### src/rtl/fir_lp_pkg.sv
// ----------------------------------------------------------------------------
// fir_lp_pkg
// Shared types, constants and microcode word layout for the FIR low-pass.
// ----------------------------------------------------------------------------
package fir_lp_pkg;

  localparam int TAPS_DEF = 29;
  localparam int DATA_W   = 16;
  localparam int IDX_W    = 5;
  localparam int OUT_W    = 20;
  localparam int SHIFT_W  = 5;
  localparam int STEP_W   = 3;

  localparam logic [SHIFT_W-1:0] SHIFT_RST = 5'd14;

  localparam logic signed [OUT_W-1:0] OUT_MAX = {1'b0, {(OUT_W-1){1'b1}}};
  localparam logic signed [OUT_W-1:0] OUT_MIN = {1'b1, {(OUT_W-1){1'b0}}};

  typedef struct packed {
    logic                     op;
    logic [IDX_W-1:0]         coef_index;
    logic signed [DATA_W-1:0] value;
  } in_item_t;

  typedef struct packed {
    logic signed [OUT_W-1:0] out_sample;
    logic                    saturated;
  } out_item_t;

  // Sequencer steps. LOAD and PUSH sit next to each other: dispatch adds op.
  typedef enum logic [STEP_W-1:0] {
    ST_FETCH  = 3'd0,
    ST_LOAD   = 3'd1,
    ST_PUSH   = 3'd2,
    ST_MAC    = 3'd3,
    ST_DRAIN1 = 3'd4,
    ST_DRAIN2 = 3'd5,
    ST_SHIFT  = 3'd6,
    ST_EMIT   = 3'd7
  } step_e;

  // Jump conditions; a false condition holds the current step.
  typedef enum logic [1:0] {
    JC_ALWAYS   = 2'd0,
    JC_DISPATCH = 2'd1,
    JC_TAP_LAST = 2'd2,
    JC_OUT_FREE = 2'd3
  } jc_e;

  typedef struct packed {
    logic in_rdy;
    logic coef_wr;
    logic push;
    logic mac;
    logic shift;
    logic emit;
  } ctl_t;

  typedef struct packed {
    ctl_t  ctl;
    jc_e   jc;
    step_e jt;
  } uword_t;

  typedef struct packed {
    logic accept;
    logic op;
    logic tap_last;
    logic out_free;
  } stat_t;

endpackage

### src/rtl/fir_lp_ucode.sv
// ----------------------------------------------------------------------------
// fir_lp_ucode
// Step counter and control-word ROM that sequence the FIR datapath.
// ----------------------------------------------------------------------------
module fir_lp_ucode
  import fir_lp_pkg::*;
(
  input  logic  clk,
  input  logic  rst_n,
  input  stat_t stat,
  output ctl_t  ctl
);

  function automatic uword_t ucode_rom(input step_e s);
    uword_t w;
    w = '0;
    case (s)
      ST_FETCH: begin
        w.ctl.in_rdy = 1'b1;
        w.jc = JC_DISPATCH;
        w.jt = ST_LOAD;
      end
      ST_LOAD: begin
        w.ctl.coef_wr = 1'b1;
        w.jc = JC_ALWAYS;
        w.jt = ST_FETCH;
      end
      ST_PUSH: begin
        w.ctl.push = 1'b1;
        w.jc = JC_ALWAYS;
        w.jt = ST_MAC;
      end
      ST_MAC: begin
        w.ctl.mac = 1'b1;
        w.jc = JC_TAP_LAST;
        w.jt = ST_DRAIN1;
      end
      ST_DRAIN1: begin
        w.jc = JC_ALWAYS;
        w.jt = ST_DRAIN2;
      end
      ST_DRAIN2: begin
        w.jc = JC_ALWAYS;
        w.jt = ST_SHIFT;
      end
      ST_SHIFT: begin
        w.ctl.shift = 1'b1;
        w.jc = JC_ALWAYS;
        w.jt = ST_EMIT;
      end
      ST_EMIT: begin
        w.ctl.emit = 1'b1;
        w.jc = JC_OUT_FREE;
        w.jt = ST_FETCH;
      end
      default: begin
        w.jc = JC_ALWAYS;
        w.jt = ST_FETCH;
      end
    endcase
    return w;
  endfunction

  step_e  step_r;
  step_e  step_nxt;
  uword_t uw;
  logic   go;

  // Outputs: control word of the current step.
  always_comb begin
    uw  = ucode_rom(step_r);
    ctl = uw.ctl;
  end

  // Next step: jump when the condition holds, otherwise hold.
  always_comb begin
    case (uw.jc)
      JC_ALWAYS:   go = 1'b1;
      JC_DISPATCH: go = stat.accept;
      JC_TAP_LAST: go = stat.tap_last;
      JC_OUT_FREE: go = stat.out_free;
      default:     go = 1'b1;
    endcase
    if (!go) begin
      step_nxt = step_r;
    end else if (uw.jc == JC_DISPATCH) begin
      step_nxt = step_e'(uw.jt + {{(STEP_W-1){1'b0}}, stat.op});
    end else begin
      step_nxt = uw.jt;
    end
  end

  always_ff @(posedge clk) begin
    if (!rst_n) begin
      step_r <= ST_FETCH;
    end else begin
      step_r <= step_nxt;
    end
  end

endmodule

### src/rtl/fir_lp_datapath.sv
// ----------------------------------------------------------------------------
// fir_lp_datapath
// Coefficient and delay memories, shared MAC, shift/saturate, output register.
// ----------------------------------------------------------------------------
module fir_lp_datapath
  import fir_lp_pkg::*;
#(
  parameter int TAPS = TAPS_DEF
) (
  input  logic               clk,
  input  logic               rst_n,
  input  ctl_t               ctl,
  output stat_t              stat,
  input  logic               in_valid,
  input  in_item_t           in_data,
  output logic               out_valid,
  input  logic               out_ready,
  output out_item_t          out_data,
  input  logic               cfg_we,
  input  logic [SHIFT_W-1:0] cfg_wdata
);

  localparam int ADDR_W = $clog2(TAPS);
  localparam int CNT_W  = $clog2(TAPS + 1);
  localparam int PROD_W = 2 * DATA_W;
  localparam int ACC_W  = PROD_W + $clog2(TAPS);

  localparam logic [ADDR_W-1:0] LAST_ADDR = ADDR_W'(TAPS - 1);

  logic signed [DATA_W-1:0] delay_mem [TAPS];
  logic signed [DATA_W-1:0] coef_mem  [TAPS];
  logic [TAPS-1:0]          coef_vld_r;

  in_item_t                 item_r;
  logic [SHIFT_W-1:0]       shift_r;
  logic [ADDR_W-1:0]        wp_r;
  logic [ADDR_W-1:0]        slot_r;
  logic [ADDR_W-1:0]        tap_r;
  logic [CNT_W-1:0]         seen_r;
  logic                     emit_r;
  logic signed [DATA_W-1:0] dly_q_r;
  logic signed [DATA_W-1:0] coef_q_r;
  logic                     cvld_q_r;
  logic                     rd_vld_r;
  logic signed [PROD_W-1:0] prod_r;
  logic                     prod_vld_r;
  logic signed [ACC_W-1:0]  acc_r;
  logic signed [ACC_W-1:0]  shf_r;
  logic                     out_valid_r;
  out_item_t                out_r;

  logic                     accept;
  logic                     load_ok;
  logic                     out_free;
  logic                     out_wr;
  logic [ACC_W-OUT_W:0]     hi_bits;
  logic                     ovf;
  out_item_t                sat_item;
  logic signed [DATA_W-1:0] coef_eff;

  assign accept   = in_valid && ctl.in_rdy;
  assign load_ok  = int'(item_r.coef_index) < TAPS;
  assign out_free = !out_valid_r || out_ready;
  assign out_wr   = ctl.emit && emit_r && out_free;

  assign stat.accept   = accept;
  assign stat.op       = in_data.op;
  assign stat.tap_last = (tap_r == LAST_ADDR);
  assign stat.out_free = !emit_r || out_free;

  assign out_valid = out_valid_r;
  assign out_data  = out_r;

  // Memories.
  always_ff @(posedge clk) begin
    if (ctl.push) begin
      delay_mem[wp_r] <= item_r.value;
    end
    if (ctl.mac) begin
      dly_q_r <= delay_mem[slot_r];
    end
  end

  always_ff @(posedge clk) begin
    if (ctl.coef_wr && load_ok) begin
      coef_mem[ADDR_W'(item_r.coef_index)] <= item_r.value;
    end
    if (ctl.mac) begin
      coef_q_r <= coef_mem[tap_r];
      cvld_q_r <= coef_vld_r[tap_r];
    end
  end

  // Never-written coefficients read as zero.
  always_ff @(posedge clk) begin
    if (!rst_n) begin
      coef_vld_r <= '0;
    end else if (ctl.coef_wr && load_ok) begin
      coef_vld_r[ADDR_W'(item_r.coef_index)] <= 1'b1;
    end
  end

  always_ff @(posedge clk) begin
    if (accept) begin
      item_r <= in_data;
    end
  end

  always_ff @(posedge clk) begin
    if (!rst_n) begin
      shift_r <= SHIFT_RST;
    end else if (cfg_we) begin
      shift_r <= cfg_wdata;
    end
  end

  // Pointers and warm-up count.
  always_ff @(posedge clk) begin
    if (!rst_n) begin
      wp_r   <= '0;
      slot_r <= '0;
      tap_r  <= '0;
      seen_r <= '0;
      emit_r <= 1'b0;
    end else if (ctl.push) begin
      wp_r   <= (wp_r == LAST_ADDR) ? '0 : wp_r + 1'b1;
      slot_r <= wp_r;
      tap_r  <= '0;
      emit_r <= (seen_r == CNT_W'(TAPS));
      if (seen_r != CNT_W'(TAPS)) begin
        seen_r <= seen_r + 1'b1;
      end
    end else if (ctl.mac) begin
      slot_r <= (slot_r == '0) ? LAST_ADDR : slot_r - 1'b1;
      if (tap_r != LAST_ADDR) begin
        tap_r <= tap_r + 1'b1;
      end
    end
  end

  // MAC pipeline: read, multiply, accumulate.
  always_ff @(posedge clk) begin
    if (!rst_n) begin
      rd_vld_r   <= 1'b0;
      prod_vld_r <= 1'b0;
    end else begin
      rd_vld_r   <= ctl.mac;
      prod_vld_r <= rd_vld_r;
    end
  end

  assign coef_eff = cvld_q_r ? coef_q_r : '0;

  always_ff @(posedge clk) begin
    if (rd_vld_r) begin
      prod_r <= dly_q_r * coef_eff;
    end
  end

  always_ff @(posedge clk) begin
    if (ctl.push) begin
      acc_r <= '0;
    end else if (prod_vld_r) begin
      acc_r <= acc_r + ACC_W'(prod_r);
    end
  end

  always_ff @(posedge clk) begin
    if (ctl.shift) begin
      shf_r <= acc_r >>> shift_r;
    end
  end

  // Saturate: clip when the result's sign bit and the bits above it disagree.
  always_comb begin
    hi_bits  = shf_r[ACC_W-1:OUT_W-1];
    ovf      = !((&hi_bits) || !(|hi_bits));
    sat_item.saturated = ovf;
    if (ovf) begin
      sat_item.out_sample = shf_r[ACC_W-1] ? OUT_MIN : OUT_MAX;
    end else begin
      sat_item.out_sample = shf_r[OUT_W-1:0];
    end
  end

  always_ff @(posedge clk) begin
    if (!rst_n) begin
      out_valid_r <= 1'b0;
    end else if (out_wr) begin
      out_valid_r <= 1'b1;
    end else if (out_ready) begin
      out_valid_r <= 1'b0;
    end
  end

  always_ff @(posedge clk) begin
    if (out_wr) begin
      out_r <= sat_item;
    end
  end

endmodule

### src/rtl/fir_lowpass_filter.sv
// ----------------------------------------------------------------------------
// fir_lowpass_filter
// Samples are processed one at a time: one shared MAC walks every tap, and no
// new item is taken until the sequencer has finished the previous one.
// Reset: synchronous, active low; clears coefficients (valid bits), the delay
// line pointers and warm-up count, result_shift returns to 14.
// ----------------------------------------------------------------------------
module fir_lowpass_filter
  import fir_lp_pkg::*;
#(
  parameter int TAPS = TAPS_DEF
) (
  input  logic               clk,
  input  logic               rst_n,
  input  logic               in_valid,
  output logic               in_ready,
  input  in_item_t           in_data,
  output logic               out_valid,
  input  logic               out_ready,
  output out_item_t          out_data,
  input  logic               cfg_we,
  input  logic [SHIFT_W-1:0] cfg_wdata
);

  // Control word from the microcode ROM and status back from the datapath.
  ctl_t  ctl;
  stat_t stat;

  // The sequencer only takes an item in its fetch step. A load finishes in
  // the next step; a sample runs push, TAPS MAC steps, two drain steps for
  // the read and multiply registers, shift, then emit. Emit holds while the
  // output register still carries an untaken result, so no result is lost.
  assign in_ready = ctl.in_rdy;

  fir_lp_ucode u_ucode (
    .clk   (clk),
    .rst_n (rst_n),
    .stat  (stat),
    .ctl   (ctl)
  );

  // Datapath: coefficient table with per-entry valid bits (unwritten entries
  // read as zero), circular delay line, MAC pipeline, floor shift by
  // result_shift and saturation to 20 bits into the output register.
  fir_lp_datapath #(
    .TAPS (TAPS)
  ) u_datapath (
    .clk       (clk),
    .rst_n     (rst_n),
    .ctl       (ctl),
    .stat      (stat),
    .in_valid  (in_valid),
    .in_data   (in_data),
    .out_valid (out_valid),
    .out_ready (out_ready),
    .out_data  (out_data),
    .cfg_we    (cfg_we),
    .cfg_wdata (cfg_wdata)
  );

`ifndef SYNTH
  // After taking an item the sequencer leaves fetch at once.
  a_one_item: assert property (@(posedge clk) disable iff (!rst_n)
    (in_valid && in_ready) |=> !in_ready)
    else $error("input taken on two consecutive cycles");

  // A new result appears only out of the emit step.
  a_emit_src: assert property (@(posedge clk) disable iff (!rst_n)
    $rose(out_valid) |-> $past(ctl.emit))
    else $error("result raised outside emit step");

  // A clipped result sits on a rail.
  a_sat_rail: assert property (@(posedge clk) disable iff (!rst_n)
    (out_valid && out_data.saturated) |->
      (out_data.out_sample == OUT_MAX || out_data.out_sample == OUT_MIN))
    else $error("saturated flag without rail value");

  // The MAC never runs while the sequencer can take an item or emits.
  a_mac_idle: assert property (@(posedge clk) disable iff (!rst_n)
    ctl.mac |-> !in_ready && !ctl.emit)
    else $error("MAC step overlaps fetch or emit");
`endif

endmodule

### config.mk
export PLATFORM = sky130hd
export DESIGN_NAME = fir_lowpass_filter
export DESIGN_NICKNAME = d
export VERILOG_FILES = /design/src/rtl/fir_lp_pkg.sv /design/src/rtl/fir_lp_ucode.sv /design/src/rtl/fir_lp_datapath.sv /design/src/rtl/fir_lowpass_filter.sv
export SDC_FILE = /design/constraint.sdc
export NUM_CORES = 2
export LEC_CHECK = 0
export ABC_AREA = 0
export BUFFER_PORTS_ARGS = -buffer_cell sky130_fd_sc_hd__buf_2
export CAP_MARGIN = 10
export CORE_MARGIN = 3
export CORE_UTILIZATION = 58
export DETAILED_ROUTE_END_ITERATION = 16
export HOLD_SLACK_MARGIN = 0.08
export PLACE_DENSITY_LB_ADDON = 0.1
export SYNTH_ARGS = -nofsm -noshare
export SYNTH_HDL_FRONTEND = slang
export SYNTH_SLANG_ARGS = --single-unit
### constraint.sdc
create_clock -name clk -period 6.9 [get_ports clk]
set_input_delay 0.345 -clock clk [delete_from_list [all_inputs] [get_ports clk]]
set_output_delay 0.345 -clock clk [all_outputs]
set_load 0.02 [all_outputs]
Word level (Yosys, flattened, before mapping)
Memories as Yosys holds them, arrays and structs flattened. A register that Yosys moved wholly into a read port is not among the register bits.
Cells that the tools add are included.
Widths: inputs -> output; s select.
{"block": "classes", "addsub": 6, "n_mul": 1, "n_lt_le_gt_ge": 4, "n_eq_ne": 15, "n_shift": 1, "mux": 26, "bitwise": 2, "reduce_logical": 22}
{"operator": "$mux 20", "n": 2}
{"operator": "$pmux 5 s8", "n": 1}
{"operator": "$add 37x32->37", "n": 1}
{"operator": "$sshr 37x5->37", "n": 1}
{"operator": "$mul 16x16->32", "n": 1}
{"operator": "$or 29x29->29", "n": 1}
{"operator": "$mux 5", "n": 4}
{"operator": "$reduce_and 18->1", "n": 1}
{"operator": "$reduce_or 18->1", "n": 1}
{"operator": "$mux 16", "n": 1}
{"operator": "$add 5x1->5 const B", "n": 3}
{"operator": "$eq 5x5->1 const B", "n": 3}
{"operator": "$mux 1", "n": 14}
{"operator": "$eq 3x3->1 const B", "n": 4}
{"operator": "$lt 5x6->1 const B", "n": 2}
{"operator": "$ne 5x5->1 const B", "n": 2}
{"operator": "$eq 3x2->1 const B", "n": 2}
{"operator": "$bmux 1 s5", "n": 1}
{"operator": "$demux 1 s5", "n": 1}
{"operator": "$ge 5x1->1 const B", "n": 1}
{"operator": "$logic_and 1x1->1", "n": 5}
{"operator": "$logic_not 5->1", "n": 1}
{"operator": "$lt 5x5->1 const B", "n": 1}
{"operator": "$sub 5x1->5 const B", "n": 1}
{"operator": "other kinds (14)", "n": 22}
{"block": "word_totals", "regBits": 210, "ramBits": 928, "inputBits": 32, "output_inout_bits": 23, "mem_count": 2}
{"name": "u_datapath.coef_mem", "words": 29, "word_bits": 16, "read_ports": 1, "rd_ports_with_merged_regs": 1, "wr": 1, "line_no": "fir_lp_datapath.sv:31", "rtl": "logic signed [DATA_W-1:0] coef_mem [TAPS];"}
{"name": "u_datapath.delay_mem", "words": 29, "word_bits": 16, "read_ports": 1, "rd_ports_with_merged_regs": 1, "wr": 1, "line_no": "fir_lp_datapath.sv:30", "rtl": "logic signed [DATA_W-1:0] delay_mem [TAPS];"}

Logic depth before layout (Yosys ltp)
{"block": "depth", "word_depth": 5, "depth_mapped": 27}

Modules after synthesis
From an unflattened synthesis, not the netlist that was laid out.
{"block": "unflattened", "cells_unflattened": 3618, "hier_area_um2": 57422.6}
{"mod": "fir_lp_datapath", "n_inst": 1, "cells_per_inst": 3583, "area_each_um2": 57133.5, "seq_area_each_um2": 34092.7}
{"mod": "fir_lp_ucode", "n_inst": 1, "cells_per_inst": 35, "area_each_um2": 289.0, "seq_area_each_um2": 60.1}

Least setup slack after synthesis
No wires, ideal clock.
{"block": "synth_path", "path_kind": "register to register", "from": "register u_datapath.cvld_q_r", "to": "register u_datapath.prod_r[30], data pin", "arrival_time_ns": 6.329, "t_required_ns": 6.642, "setup_slack_ns": 0.313, "path_stages_with_launch": 27, "n_path_buf": 2, "path_cell_list": "edfxtp_1 -> clkbuf_1 -> and2_1 -> clkbuf_1 -> nand2_1 -> fa_1 -> inv_1 -> fa_1 -> inv_1 -> fa_1 -> inv_1 -> fa_1 -> fa_1 -> inv_1 -> fa_1 -> inv_1 -> ha_1 -> and3_1 -> a221oi_2 -> o21ai_1 -> a211oi_1 -> o31ai_1 -> a21o_1 -> a41o_1 -> a31o_1 -> a21oi_2 -> xnor2_1"}
{"block": "synth_via", "elab_chain_cells": 2}
{"item": "from (decl)", "line_no": "fir_lp_datapath.sv:43", "rtl": "logic cvld_q_r;"}
{"item": "from (signal assigned)", "line_no": "fir_lp_datapath.sv:90", "rtl": "cvld_q_r <= coef_vld_r[tap_r];"}
{"item": "$mux 16", "line_no": "fir_lp_datapath.sv:152", "rtl": "assign coef_eff = cvld_q_r ? coef_q_r : '0;"}
{"item": "$mul 16x16->32", "line_no": "fir_lp_datapath.sv:156", "rtl": "prod_r <= dly_q_r * coef_eff;"}
{"item": "to (signal assigned)", "line_no": "fir_lp_datapath.sv:156"}
{"item": "to (decl)", "line_no": "fir_lp_datapath.sv:45", "rtl": "logic signed [PROD_W-1:0] prod_r;"}
Every way passes these cells.
A chain may end at the register's enable or synchronous reset.

Worst setup path after layout
Same ends and word-level chain as after synthesis.

==> results.sh <==
export IMPL_antenna_found_initial=7
export IMPL_r2r_start="u_datapath.cvld_q_r$_DFFE_PP_"
export IMPL_post_route_drc_count=0
export IMPL_hold_path_end="u_ucode.step_r[0]$_SDFFE_PN0P_"
export IMPL_worstHoldPathType="input pin to flop"
export IMPL_grt_pass1_vias=32700
export IMPL_path_clk_slew_ps=70
export IMPL_core_area_um2=97400
export IMPL_synth_top_flop_cell="edfxtp_1"
export IMPL_grt_setup_unrepaired="true"
export IMPL_hold_depth=4
export IMPL_fin_nets=4171
export IMPL_tightest_slew_ps=1160
export IMPL_wl_met2_um=66700
export IMPL_syn_instance_count=3568
export IMPL_setup_ws_ps=171
export IMPL_synth_seq_cells=1170
export IMPL_final_common_cell="edfxtp_1"
export IMPL_clock_path_buffers=3
export IMPL_overflow=0
export IMPL_synth_enable_flop_cells=1072
export IMPL_synth_area_um2=57400
export IMPL_layout_common_cells="1,072 x edfxtp_1, 316 x mux4_2, 310 x inv_1"
export IMPL_first_iter_violations=3266
export IMPL_max_freq_mhz=149
export IMPL_yosys_warnings=0
export IMPL_fin_util_pct=65.6
export IMPL_tritoncts="built"
export IMPL_worstRegToRegCells=25
export IMPL_peakVddDrop_v=0.000304
export IMPL_ys_async_sr_fraction_pct=0
export IMPL_dr_max_layer_used="met4"
export IMPL_maxSlewViolCount=0
export IMPL_vias_per_cell=6.17
export IMPL_total_power_w=0.0187
export IMPL_grt_max_degree=115
export IMPL_diodes=0
export IMPL_wl_um=132000
export IMPL_avgSynthCellArea_um2=16.1
export IMPL_cts_root_buf="clkbuf_16"
export IMPL_wl_per_cell_um=25.8
export IMPL_wl_met1_um=53300
export IMPL_die_x_um=321
export IMPL_dp_slack_ps=47.2
export IMPL_grt_total_usage_pct=26.1
export IMPL_start_util_pct=58.9
export IMPL_area_growth_pct=11.4
export IMPL_synth_seq_area_share_pct=59.5
export IMPL_skew_ps=79.2
export IMPL_num_vias=31600
export IMPL_layout_drive_gt1_share_pct=20.9
export IMPL_worstPathRequired_ps=7300
export IMPL_portBuffers=54
export IMPL_nFillCells=6768
export IMPL_clk_latency_ps=720
export IMPL_hold_start="in_valid"
export IMPL_die_y_um=321
export IMPL_end_kind="flop"
export IMPL_h_tree_depth=3
export IMPL_dr_wl_met3_um=8250
export IMPL_crit_type="flop to flop"
export IMPL_synth_nets=3992
export IMPL_ff2ff_setup_slack_ps=170
export IMPL_drv_cap=0
export IMPL_crit_path_start_kind="flop"
export IMPL_numCtsBuffers=114
export IMPL_drtAntennaViolNets=0
export IMPL_relSlewSlack_pct=22.3
export IMPL_r2r_end="u_datapath.prod_r[30]$_DFFE_PP_"
export IMPL_dieArea_um2=103000
export IMPL_place_congestion=0.875
export IMPL_p_leak_nw=23.3
export IMPL_firstDrtPassIters=6
export IMPL_dpl_hpwl_um=84200
export IMPL_fin_crit_sh_pct=97.5
export IMPL_crit_fanout=10
export IMPL_fp_row_count=114
export IMPL_post_route_min_period_ps=6730
export IMPL_clkSinkCount=1170
export IMPL_grt_pass1_wl_um=201000
export IMPL_report_final_setup_viol=0
export IMPL_finalHoldViolCount=0
export IMPL_io_pins=55
export IMPL_status="finished clean"
export IMPL_p_per_area_nw_per_um2=292
export IMPL_worstPathArrival_ps=7130
export IMPL_synth_cell_types=75
-- synth_stat cells, types with 14 or more instances --
library cell / count / area (um^2)
edfxtp_1: 1072 / 32200
mux4_2: 316 / 7120
inv_1: 310 / 1160
fa_1: 263 / 5270
nand2_1: 211 / 792
nor2_1: 167 / 627
clkbuf_1: 145 / 544
and3_1: 141 / 882
ha_1: 129 / 1610
dfxtp_1: 98 / 1960
a21oi_1: 75 / 375
o21ai_0: 70 / 350
mux2i_1: 68 / 681
xnor2_1: 60 / 526
a21o_1: 47 / 353
mux2_2: 47 / 529
o21a_1: 41 / 308
nand3_1: 36 / 180
buf_2: 21 / 105
and2_1: 20 / 125
xor2_1: 19 / 166
buf_1: 18 / 67.6
nor2b_1: 18 / 113
nand4_1: 14 / 87.6
-- layout make-up --
type	instances	area (um^2)	share of cell area, %
Multi-Input combinational cell	1900	21400	33.5
Inverter	313	1170	1.84
Timing Repair Buffer	248	1930	3.02
Sequential cell	1170	34200	53.4
Clock inverter	76	678	1.06
Clock buffer	137	2960	4.63
Tap cell	1276	1600	2.50
-- worst max-delay path: stages (launching register included) --
cell      delay [ps]
edfxtp_1         470
buf_12           170
and2_1           160
nand2_1           90
fa_1             560
inv_1             60
fa_1             500
inv_1             60
fa_1             530
inv_1             60
fa_1             460
fa_1             490
inv_1             50
fa_1             510
inv_1             50
ha_1             320
and3_1           190
a221oi_2         290
o21ai_1          140
a211oi_2         220
o31ai_1          140
a21o_1           230
a41o_1           270
a31o_1           220
a21oi_2          140
xnor2_1           70
-- timing repair --
| action | CTS | global route |
|---|---|---|
| endpoints found under the hold margin | 27 | 0 |
| setup endpoints to repair | 0 | 10 |
| setup buffers | 0 | 9 |
| resized for setup | 0 | 23 |
| hold buffers | 34 | 0 |
-- sequential cells by signal (all words and copies together), names as in the netlist, 16 cells and up --
name and cells:
u_datapath.acc_r 37, u_datapath.out_data 21, u_datapath.delay_mem 464, u_datapath.item_r 21, u_datapath.dly_q_r 16, u_datapath.coef_vld_r 29, u_datapath.coef_q_r 16, u_datapath.prod_r 32
u_datapath.coef_mem 464, u_datapath.shf_r 37
-- through the flow --
| step | cells | hold WS, ps | setup TNS (ps) | cell area [um^2] |
|---|---|---|---|---|
| global route | 5120 | 281 | -89.3 | 63900 |
| global placement | 4859 | 441 | 0 | 59700 |
| floorplan | 3568 | 433 | 0 | 57400 |
| finish | 5120 | 288 | 0 | 63900 |
| detailed placement | 4859 | 452 | 0 | 59700 |
| CTS | 5106 | 203 | 0 | 63700 |
-- per-layer routing --
metal	global-route usage, %	up-vias
li1	-	13700
met1	36.5	16500
met2	44.0	1137
met3	3.35	219
met4	7.35	0
met5	0	-
-- worst max path at each step --
stage	startpoint	to	slack [ps]	cells after the start
2_1_floorplan	u_datapath.cvld_q_r$_DFFE_PP_	u_datapath.prod_r[30]$_DFFE_PP_	310	26
3_3_place_gp	u_datapath.cvld_q_r$_DFFE_PP_	u_datapath.prod_r[30]$_DFFE_PP_	200	25
3_5_place_dp	u_datapath.cvld_q_r$_DFFE_PP_	u_datapath.prod_r[25]$_DFFE_PP_	50	25
4_1_cts	u_datapath.cvld_q_r$_DFFE_PP_	u_datapath.prod_r[25]$_DFFE_PP_	1	25
5_1_grt	u_datapath.cvld_q_r$_DFFE_PP_	u_datapath.prod_r[30]$_DFFE_PP_	-60	25
6_report	u_datapath.cvld_q_r$_DFFE_PP_	u_datapath.prod_r[30]$_DFFE_PP_	170	25
-- cell families (layout without fill, tap and decap cells) --
group                      count (synthesis)  count (layout)  share of synthesized area, %
DFF                                     1170            1170                          59.5
adders and majority gates                392             392                          12.0
xor gates and xnor gates                  79              79                          1.20
and+or+nand+nor                          665             665                          5.57
buffers and inverters                    498             774                          3.31
muxes                                    431             431                          14.5
AOI/OAI and AO/OA                        333             333                          3.95
-- report_power, final --
part / switching (W) / total (W) / leakage (nW) / internal (W)
combinational: 0.00241 / 0.00426 / 11.1 / 0.00185
clock: 0.00268 / 0.00602 / 1.77 / 0.00334
sequential: 0.000192 / 0.00837 / 10.5 / 0.00818
total: 0.00528 / 0.0187 / 23.3 / 0.0134
(Power assumes the default switching activity.)
